$ cat src/iee_pkg.sv
`timescale 1ns / 1ps
// Shared constants, types and helpers for the Ising energy evaluator.
package iee_pkg;

    localparam int DEF_NODES       = 16;
    localparam int DEF_WEIGHT_BITS = 16;

    localparam int INDEX_W  = 8;
    localparam int PARAM_W  = 16;
    localparam int SPIN_W   = 16;
    localparam int ENERGY_W = 24;

    localparam logic CMD_WRITE = 1'b0;
    localparam logic CMD_EVAL  = 1'b1;

    localparam logic signed [ENERGY_W-1:0] ENERGY_MAX = 24'sh7FFFFF;
    localparam logic signed [ENERGY_W-1:0] ENERGY_MIN = 24'sh800000;

    // Control handed from the sequencer to the accumulator.
    typedef struct packed {
        logic clear;  // start a new sum
        logic add;    // read data carries a term this cycle
        logic pos;    // term sign product is +1, so it is subtracted
    } acc_ctrl_t;

    // Spin bit of a node; nodes past the spin field read as clear.
    function automatic logic node_spin(input logic [SPIN_W-1:0] bits,
                                       input logic [5:0] node);
        logic res;
        res = 1'b0;
        if (node < 6'(SPIN_W)) begin
            res = bits[node[3:0]];
        end
        return res;
    endfunction

endpackage

$ cat src/iee_param_mem.sv
`timescale 1ns / 1ps
// Parameter table memory: one write port, one registered read port.
module iee_param_mem import iee_pkg::*; #(
    parameter int DEPTH  = 136,
    parameter int DATA_W = DEF_WEIGHT_BITS,
    parameter int ADDR_W = 8
) (
    input  logic              aclk,
    input  logic              we,
    input  logic [ADDR_W-1:0] waddr,
    input  logic [DATA_W-1:0] wdata,
    input  logic [ADDR_W-1:0] raddr,
    output logic [DATA_W-1:0] rdata
);

    logic [DATA_W-1:0] mem [DEPTH];
    logic [DATA_W-1:0] rdata_reg;

    always_ff @(posedge aclk) begin
        if (we) begin
            mem[waddr] <= wdata;
        end
    end

    always_ff @(posedge aclk) begin
        rdata_reg <= mem[raddr];
    end

    assign rdata = rdata_reg;

endmodule

$ cat src/iee_energy_acc.sv
`timescale 1ns / 1ps
// Signed accumulator of table terms with saturation to the energy width.
module iee_energy_acc import iee_pkg::*; #(
    parameter int WEIGHT_BITS = DEF_WEIGHT_BITS,
    parameter int ACC_W       = 25
) (
    input  logic                         aclk,
    input  acc_ctrl_t                    ctrl,
    input  logic signed [WEIGHT_BITS-1:0] weight,
    output logic signed [ENERGY_W-1:0]   energy
);

    logic signed [ACC_W-1:0] acc_reg;
    logic signed [ACC_W-1:0] acc_next;
    logic signed [ACC_W-1:0] term;
    logic [ACC_W-ENERGY_W:0] top_bits;

    always_comb begin
        term = ACC_W'(weight);
        acc_next = acc_reg;
        if (ctrl.clear) begin
            acc_next = '0;
        end else if (ctrl.add) begin
            // negated energy: subtract terms whose spin product is +1
            acc_next = ctrl.pos ? (acc_reg - term) : (acc_reg + term);
        end
    end

    always_ff @(posedge aclk) begin
        acc_reg <= acc_next;
    end

    assign top_bits = acc_reg[ACC_W-1:ENERGY_W-1];

    always_comb begin
        if (top_bits == '0 || top_bits == '1) begin
            energy = acc_reg[ENERGY_W-1:0];
        end else if (acc_reg[ACC_W-1]) begin
            energy = ENERGY_MIN;
        end else begin
            energy = ENERGY_MAX;
        end
    end

endmodule

$ cat src/ising_energy_evaluator_unit.sv
`timescale 1ns / 1ps
// Ising energy evaluator: the top level holds the sequencer and the output word register.
// After reset the block sweeps its parameter table to zero, one entry a cycle,
// with s_ready low. Then it takes one word at a time. A write word stores its
// parameter in the accept cycle, and its acknowledge passes through the result
// state into the output word register. An evaluate word reads the whole table
// through the single read port of the parameter memory, one entry a cycle, then
// passes through the drain and result states to the output register. The output
// register frees the input side: a new word is taken while the last result still
// waits for m_ready.
module ising_energy_evaluator_unit import iee_pkg::*; #(
    parameter int NODES       = DEF_NODES,
    parameter int WEIGHT_BITS = DEF_WEIGHT_BITS
) (
    input  logic                       aclk,
    input  logic                       aresetn,
    input  logic                       s_valid,
    output logic                       s_ready,
    input  logic                       s_cmd,
    input  logic [INDEX_W-1:0]         s_param_index,
    input  logic signed [PARAM_W-1:0]  s_param_value,
    input  logic [SPIN_W-1:0]          s_spin_bits,
    output logic                       m_valid,
    input  logic                       m_ready,
    output logic signed [ENERGY_W-1:0] m_energy,
    output logic                       m_is_energy
);

    localparam int PAIR_COUNT = NODES * (NODES - 1) / 2;
    localparam int TABLE_SIZE = PAIR_COUNT + NODES;
    localparam int ADDR_W     = $clog2(TABLE_SIZE);
    localparam int NODE_W     = $clog2(NODES);
    localparam int ACC_RAW    = WEIGHT_BITS + ADDR_W + 1;
    localparam int ACC_W      = (ACC_RAW > ENERGY_W + 1) ? ACC_RAW : ENERGY_W + 1;

    localparam logic [2:0] ST_CLEAR  = 3'd0;
    localparam logic [2:0] ST_IDLE   = 3'd1;
    localparam logic [2:0] ST_SWEEP  = 3'd2;
    localparam logic [2:0] ST_DRAIN  = 3'd3;
    localparam logic [2:0] ST_RESULT = 3'd4;

    logic [2:0]        state_reg, state_next;
    logic [ADDR_W-1:0] addr_reg, addr_next;
    logic [NODE_W-1:0] i_reg, i_next;
    logic [NODE_W-1:0] j_reg, j_next;
    logic              phase_reg, phase_next;   // 0: pair couplings, 1: local fields
    logic [SPIN_W-1:0] spin_reg;
    logic              is_energy_reg;
    logic              add_d_reg;
    logic              pos_d_reg;
    logic              term_pos;
    logic              si, sj;

    logic              m_valid_reg;
    logic signed [ENERGY_W-1:0] m_energy_reg;
    logic              m_is_energy_reg;

    logic              accept;
    logic              out_load;
    logic              mem_we;
    logic [ADDR_W-1:0] mem_waddr;
    logic [WEIGHT_BITS-1:0] mem_wdata;
    logic [WEIGHT_BITS-1:0] mem_rdata;
    acc_ctrl_t         acc_ctrl;
    logic signed [ENERGY_W-1:0] acc_energy;

    assign s_ready  = (state_reg == ST_IDLE);
    assign accept   = s_valid && s_ready;
    assign out_load = (state_reg == ST_RESULT) && (!m_valid_reg || m_ready);

    // table writes: zero during the clearing sweep, else an in-range write word
    always_comb begin
        mem_we    = 1'b0;
        mem_waddr = addr_reg;
        mem_wdata = '0;
        if (state_reg == ST_CLEAR) begin
            mem_we = 1'b1;
        end else if (accept && s_cmd == CMD_WRITE &&
                     32'(s_param_index) < 32'(TABLE_SIZE)) begin
            mem_we    = 1'b1;
            mem_waddr = ADDR_W'(s_param_index);
            mem_wdata = WEIGHT_BITS'(s_param_value);
        end
    end

    assign si       = node_spin(spin_reg, 6'(i_reg));
    assign sj       = node_spin(spin_reg, 6'(j_reg));
    assign term_pos = phase_reg ? si : (si == sj);

    always_comb begin
        state_next = state_reg;
        addr_next  = addr_reg;
        i_next     = i_reg;
        j_next     = j_reg;
        phase_next = phase_reg;
        case (state_reg)
            ST_CLEAR: begin
                addr_next = addr_reg + ADDR_W'(1);
                if (addr_reg == ADDR_W'(TABLE_SIZE - 1)) begin
                    addr_next  = '0;
                    state_next = ST_IDLE;
                end
            end
            ST_IDLE: begin
                addr_next  = '0;
                i_next     = '0;
                j_next     = NODE_W'(1);
                phase_next = 1'b0;
                if (accept) begin
                    state_next = (s_cmd == CMD_EVAL) ? ST_SWEEP : ST_RESULT;
                end
            end
            ST_SWEEP: begin
                addr_next = addr_reg + ADDR_W'(1);
                if (!phase_reg) begin
                    if (j_reg == NODE_W'(NODES - 1)) begin
                        if (i_reg == NODE_W'(NODES - 2)) begin
                            phase_next = 1'b1;
                            i_next     = '0;
                        end else begin
                            i_next = i_reg + NODE_W'(1);
                            j_next = i_reg + NODE_W'(2);
                        end
                    end else begin
                        j_next = j_reg + NODE_W'(1);
                    end
                end else begin
                    i_next = i_reg + NODE_W'(1);
                end
                if (addr_reg == ADDR_W'(TABLE_SIZE - 1)) begin
                    addr_next  = '0;
                    state_next = ST_DRAIN;
                end
            end
            ST_DRAIN: begin
                state_next = ST_RESULT;
            end
            ST_RESULT: begin
                if (out_load) begin
                    state_next = ST_IDLE;
                end
            end
            default: begin
                state_next = ST_IDLE;
            end
        endcase
    end

    always_ff @(posedge aclk) begin
        if (!aresetn) begin
            state_reg   <= ST_CLEAR;
            addr_reg    <= '0;
            add_d_reg   <= 1'b0;
            m_valid_reg <= 1'b0;
        end else begin
            state_reg <= state_next;
            addr_reg  <= addr_next;
            add_d_reg <= (state_reg == ST_SWEEP);
            if (out_load) begin
                m_valid_reg <= 1'b1;
            end else if (m_ready) begin
                m_valid_reg <= 1'b0;
            end
        end
    end

    always_ff @(posedge aclk) begin
        i_reg     <= i_next;
        j_reg     <= j_next;
        phase_reg <= phase_next;
        pos_d_reg <= term_pos;
        if (accept) begin
            spin_reg      <= s_spin_bits;
            is_energy_reg <= (s_cmd == CMD_EVAL);
        end
        if (out_load) begin
            m_energy_reg    <= is_energy_reg ? acc_energy : '0;
            m_is_energy_reg <= is_energy_reg;
        end
    end

    // term sign is delayed by a register, as the read data is, to meet it
    assign acc_ctrl.clear = accept && (s_cmd == CMD_EVAL);
    assign acc_ctrl.add   = add_d_reg;
    assign acc_ctrl.pos   = pos_d_reg;

    iee_param_mem #(
        .DEPTH  (TABLE_SIZE),
        .DATA_W (WEIGHT_BITS),
        .ADDR_W (ADDR_W)
    ) u_mem (
        .aclk  (aclk),
        .we    (mem_we),
        .waddr (mem_waddr),
        .wdata (mem_wdata),
        .raddr (addr_reg),
        .rdata (mem_rdata)
    );

    iee_energy_acc #(
        .WEIGHT_BITS (WEIGHT_BITS),
        .ACC_W       (ACC_W)
    ) u_acc (
        .aclk   (aclk),
        .ctrl   (acc_ctrl),
        .weight ($signed(mem_rdata)),
        .energy (acc_energy)
    );

    assign m_valid     = m_valid_reg;
    assign m_energy    = m_energy_reg;
    assign m_is_energy = m_is_energy_reg;

    a_write_when_quiet: assert property (@(posedge aclk) disable iff (!aresetn)
        mem_we |-> (state_reg == ST_CLEAR || state_reg == ST_IDLE))
        else $error("table written while a sweep is running");

    a_sweep_addr_range: assert property (@(posedge aclk) disable iff (!aresetn)
        (state_reg == ST_SWEEP) |-> (32'(addr_reg) < 32'(TABLE_SIZE)))
        else $error("sweep address past table end");

    a_sweep_node_range: assert property (@(posedge aclk) disable iff (!aresetn)
        (state_reg == ST_SWEEP) |-> (32'(i_reg) < 32'(NODES) &&
                                     (phase_reg || 32'(j_reg) < 32'(NODES))))
        else $error("node counter out of range during sweep");

    a_result_from_result_state: assert property (@(posedge aclk) disable iff (!aresetn)
        $rose(m_valid_reg) |-> $past(state_reg) == ST_RESULT)
        else $error("output word loaded outside result state");

    a_ack_energy_zero: assert property (@(posedge aclk) disable iff (!aresetn)
        (m_valid_reg && !m_is_energy_reg) |-> (m_energy_reg == '0))
        else $error("write acknowledge carries nonzero energy");

endmodule

$ cat config.mk
export PLATFORM = sky130hd
export DESIGN_NAME = ising_energy_evaluator_unit
export DESIGN_NICKNAME = d
export VERILOG_FILES = /design/src/iee_pkg.sv /design/src/iee_param_mem.sv /design/src/iee_energy_acc.sv /design/src/ising_energy_evaluator_unit.sv
export SDC_FILE = /design/constraint.sdc
export NUM_CORES = 2
export LEC_CHECK = 0
export BUFFER_PORTS_ARGS = -buffer_cell sky130_fd_sc_hd__buf_2
export CORE_ASPECT_RATIO = 0.7
export CORE_UTILIZATION = 45
export CTS_BUF_LIST = sky130_fd_sc_hd__clkbuf_4
export DETAILED_ROUTE_END_ITERATION = 6
export GPL_ROUTABILITY_DRIVEN = 0
export HOLD_SLACK_MARGIN = 0.06
export SETUP_SLACK_MARGIN = 0.05
export SLEW_MARGIN = 20
export SYNTH_ARGS = -nofsm -noshare
export SYNTH_HDL_FRONTEND = slang
export SYNTH_SLANG_ARGS = --single-unit
$ cat constraint.sdc
create_clock -name aclk -period 15.4 [get_ports aclk]
set_clock_uncertainty 0.2 [all_clocks]
set_input_delay 1.54 -clock aclk [delete_from_list [all_inputs] [get_ports aclk]]
set_output_delay 1.54 -clock aclk [all_outputs]
set_load 0.02 [all_outputs]
Yosys cells after proc, flatten, opt, wreduce, memory -nomap -nowiden
Memories as Yosys holds them, arrays and structs flattened. A register that Yosys moved wholly into a read port is not among the register bits. Cells that the tools add are included.

$add $sub $neg: 6. $lt $le $gt $ge: 3. Eq/ne operators: 16. Multiplexer cells: 38. Bitwise operators: 1. Reductions and logical operators: 17.

Operators with widths (count): $mux 24 (2); $mux 16 (2); $add 25x16->25 (1); $mux 25 (1); $sub 25x16->25 (1); $mux 4 (6); $mux 8 (3); $pmux 4 s2 (2); $pmux 8 s2 (1); $mux 3 (5); $pmux 3 s5 (1); $mux 1 (12); $lt 4x5->1 const B (2); $add 4x1->4 const B (2); $add 8x1->8 const B (1); $bmux 1 s4 (2); $eq 4x4->1 const B (2); $eq 8x8->1 const B (1); $lt 8x8->1 const B (1); $eq 3x2->1 const B (2); $ne 2x2->1 const B (3); $ne 3x3->1 const B (2); $reduce_bool 2->1 (3); $logic_and 1x1->1 (5); 16 further kinds (18).

Register bits after elaboration: 90. RAM bits: 2176. Logic and storage cells: 95. Memories kept: 1.

Memory list: u_mem.mem (depth 136, bits a word 16, read ports 1, clocked after memory_dff 1, write ports 1, line iee_param_mem.sv:16) `logic [DATA_W-1:0] mem [DEPTH];`.

Depth between registers and ports, before layout
Depth after elaboration: 8. Depth in mapped cells: 16. Mapped depth without buffers: 15.

Hierarchy
Synthesis repeated with hierarchy kept, for this count alone.

Cell total of the unflattened synthesis: 4613. Area total of the unflattened synthesis: 90858.4 um^2.

Modules (own cells, without submodules): iee_param_mem (times used 1, cells an instance 3985, area an instance 84753.8 um^2, sequential area each 65663.0 um^2); ising_energy_evaluator_unit (times used 1, cells an instance 238, area an instance 3121.7 um^2, sequential area each 1811.7 um^2); iee_energy_acc (times used 1, cells an instance 390, area an instance 2982.9 um^2, sequential area each 500.5 um^2).

Worst setup path before layout
Ideal clock, no wire load.

Kind: input to register. Start: input port s_valid. End: memory u_mem.mem[0][10] in the netlist's numbering, data pin. Arrival time: 4934 ps. Required time: 14644 ps. Slack: 9710 ps. Stages: 7. Cells stage by stage: and3_1 > clkbuf_1 > and3b_1 > buf_2 > clkbuf_1 > clkbuf_1 > and2_1.

Word-level cells in the longest chain between the ends: 5.

RTL lines: from (decl) (line ising_energy_evaluator_unit.sv:17) `input logic s_valid,`; $logic_and 1x1->1 (line ising_energy_evaluator_unit.sv:68) `assign accept = s_valid && s_ready;`; net accept (line ising_energy_evaluator_unit.sv:58) `logic accept;`; $logic_and 1x1->1 (2 in series) (line ising_energy_evaluator_unit.sv:78) `end else if (accept && s_cmd == CMD_WRITE &&`; $mux 16 (line ising_energy_evaluator_unit.sv:78); $mux 16 (line ising_energy_evaluator_unit.sv:76) `if (state_reg == ST_CLEAR) begin`; net mem_wdata[10] (line ising_energy_evaluator_unit.sv:62) `logic [WEIGHT_BITS-1:0] mem_wdata;`; to (decl) (line iee_param_mem.sv:16).

The timed path passes the listed nets, and every way through them passes these cells.

==> results by group <==
Setup path
  – CP cell instances: buf_4 -> buf_4 -> buf_4 -> mux4_2 -> a22o_1 -> o21ai_0 -> o2111ai_1 -> a211oi_2 -> a2111oi_0
  – Most frequent cell on the critical path: buf_4
  – RR Endpoint: u_mem.rdata[6]$_DFF_P_
  – Worst setup SP type: flop
  – CP Buf/Inv Count: 3
  – FF-to-FF Start: addr_reg[0]$_SDFFE_PN0P_
  – CP endpoint: u_mem.rdata[6]$_DFF_P_
  – Worst stage delay on the critical path: 0.81 ns
  – Critical Path Source: addr_reg[0]$_SDFFE_PN0P_
  – Cell count along the critical path: 9
  – Flop-to-flop setup slack: 8.86 ns
  – Critical path type: reg -> reg
  – CP endpoint kind: flop
  – Required time of the critical path: 16.19 ns
  – Crit-path slowest cell: a211oi_2
  – Reg2Reg Depth: 9
  – CP Max Fanout: 39
  – Crit path max-delay family: compound AO/OA/AOI/OAI gates
  – Worst Path Arrival: 7.33 ns

Global route
  – Total grt overflow: 0
  – Initial antenna violation count: 14
  – Largest net degree at the start of global routing: 104
  – First-pass GRT wire length: 342000 um
  – Gr usage total: 24.1%
  – Vias in the first global route: 46.4k

Power and ir drop
  – Leakage: 32.2 nW
  – Part of the power in combinational logic: 6.7%
  – Clock network fraction of total power: 38.8%
  – PwrDens: 124 nW/um^2
  – Int Pwr: 0.00956 W
  – Switching Fraction: 23.3%
  – Peak VDD IR: 0.0804 mV
  – Sw power: 0.00291 W
  – Sequential share of power: 54.5%

Clock network
  – CTS tree: yes
  – Clock transition at path regs: 0.07 ns
  – Root Driver: clkbuf_4
  – Hold Buf Count CTS: 0
  – Clock Path Buffers: 4
  – H-tree depth: 6
  – CTS sink cnt: 2282
  – Worst-Skew Late Latency: 1.23 ns
  – Post-CTS Setup Inserts: 0
  – Cts repair resizes: 0
  – Total clock buffers created by CTS: 544

Layout
  – Max reg flops: 2176
  – Highest-count cells in the layout ignoring fill and taps: edfxtp_1, clkbuf_4, mux4_2, buf_4, nor2_1
  – Most common cell after layout, fill and taps aside: edfxtp_1
  – Layout Nets: 4838
  – Share of cells above drive strength 1: 34.3%
  – Area Growth Syn to Fin: 12.1%

Place
  – I/O Buffers: 71
  – HPWL after DPL: 143000 um

Yosys
  – Register bit count reported by yosys: 2282
  – Dominant cell type by area after synthesis: edfxtp_1
  – Synthesized area per cell: 21.4 um^2
  – Top cells by area, synth: edfxtp_1, mux4_2, dfxtp_1
  – Yosys warns: 0
  – EDFF count, synth: 2227
  – Async set or reset register ratio after synthesis: 0%
  – Yosys top cell area share: 74.9%
  – Cells after synthesis: 4182
  – Primary FF master, synth: edfxtp_1
  – Synth cell types: 69
  – Netlist Area Pre-Place: 89300 um^2
  – Register area share after synthesis: 76.1%
  – Post-Syn Nets: 4260

Detailed routing
  – Vias post-DR: 46.7k
  – DRC: 0
  – Routed Antenna Nets: 0
  – Pre-antenna DRT Iters: 6
  – Avg WL per Cell: 31.3 um
  – Vias per cell: 6.05
  – Routed WL: 242000 um
  – Initial DRC count: 6128

STA
  – Final Cycle Share: 42.5%
  – Final Setup Violations: 0
  – Post-Route Setup TNS: 0 ns
  – Pins Over Slew Limit: 0
  – Min Tclk post-route: 6.54 ns
  – Max_slew headroom: 19.0%
  – Slew @ Worst Pin: 1.21 ns
  – Fmax: 153 MHz
  – Hold slack: 0.284 ns
  – RSZ-0062 raised after global routing: false
  – Final Hold Viols: 0

Floorplanning
  – Core area: 197000 um^2
  – # IOs: 72
  – Die Ht: 375 um
  – Initial Util: 45.4%
  – Die ar.: 200000 um^2
  – Row count: 136
  – Die X-Extent: 535 um

Min path
  – Hold path startpoint: s_spin_bits[8]
  – Hold depth: 1
  – Worst Hold Class: in -> reg

Status
  – Outcome: finished clean

Flow run
  – Max-cap violations: 0
-- Yosys cell counts, types with 12 or more instances --
library cell / instances
buf_6: 13
xnor2_1: 23
mux2i_1: 106
and2_1: 26
o22ai_1: 30
nand3_1: 18
nor2b_1: 25
a22oi_1: 42
a21oi_1: 66
a22o_1: 31
buf_1: 24
buf_4: 36
edfxtp_1: 2227
buf_2: 52
a21boi_0: 25
dfxtp_1: 55
nor3_1: 27
a2111oi_0: 12
nand2_1: 103
inv_1: 21
ha_1: 32
nor2_1: 211
mux4_2: 587
o21ai_0: 58
a211oi_1: 37
a221oi_1: 12
clkbuf_1: 97
a21o_1: 14
-- kinds of logic after synthesis --
logic type	share of synthesized area, %
flops	76.1
xor+xnor	0.333
mux	16.1
simple gates	2.40
buf+inv	1.36
compound gates	3.29
fa+ha+maj	0.471
-- power groups by stage --
| stage | sequential, W | clock [W] | combinational (W) |
|---|---|---|---|
| 2_1_floorplan | 0.00690 | 0 | 0.000595 |
| 3_3_place_gp | 0.00694 | 0 | 0.000824 |
| 3_5_place_dp | 0.00694 | 0 | 0.000827 |
| 4_1_cts | 0.00680 | 0.00494 | 0.000830 |
| 5_1_grt | 0.00680 | 0.00524 | 0.000895 |
| 6_report | 0.00680 | 0.00484 | 0.000834 |
-- worst min path at each step --
stage | end | slack, ns
floorplan | u_acc.acc_reg[18]$_SDFFE_PP0P_ | 0.25
global placement | u_acc.acc_reg[3]$_SDFFE_PP0P_ | 0.29
finish | spin_reg[8]$_DFFE_PP_ | 0.28
global route | spin_reg[8]$_DFFE_PP_ | 0.19
detailed placement | u_acc.acc_reg[15]$_SDFFE_PP0P_ | 0.29
CTS | spin_reg[8]$_DFFE_PP_ | 0.15
-- per-layer routing --
| layer | up-vias | wire, um | share of wire (%) | GRT usage [%] |
|---|---|---|---|---|
| met4 | 2 | 4770 | 2.0 | 6.22 |
| met5 | - | 13 | 0.0054 | 0 |
| met1 | 24800 | 105000 | 43 | 37.0 |
| li1 | 19100 | - | - | - |
| met2 | 2584 | 106000 | 44 | 34.0 |
| met3 | 322 | 26800 | 11 | 6.65 |
-- worst reg2reg max path, cell delays in order, from the launching register on --
cell and delay [ns]:
dfxtp_4 0.79, buf_4 0.81, buf_4 0.70, buf_4 0.76, mux4_2 0.62, a22o_1 0.31, o21ai_0 0.51, o2111ai_1 0.73
a211oi_2 0.82, a2111oi_0 0.13
-- through the flow --
step	cell area (um^2)	util, %	setup slack, ns	total power [W]	instances
2_1_floorplan	89300	-	9.71	0.00750	4182
3_3_place_gp	93500	47.5	8.39	0.00776	6836
3_5_place_dp	93500	47.5	8.53	0.00776	6836
4_1_cts	100000	50.9	8.50	0.0126	7723
5_1_grt	100000	50.9	8.58	0.0129	7726
6_report	100000	50.9	8.86	0.0125	7730
-- cell type report --
type / instances / area [um^2]
diodes: 7 / 17.5
clock buffers: 760 / 5710
clock inverters: 127 / 903
fillers: 15900 / 96500
inverters: 22 / 87.6
multi-input cells: 1656 / 20400
flip-flops and latches: 2282 / 68000
well taps: 2622 / 3280
repair buffers: 254 / 1810
No activity file was read; power rests on OpenSTA's default activity.
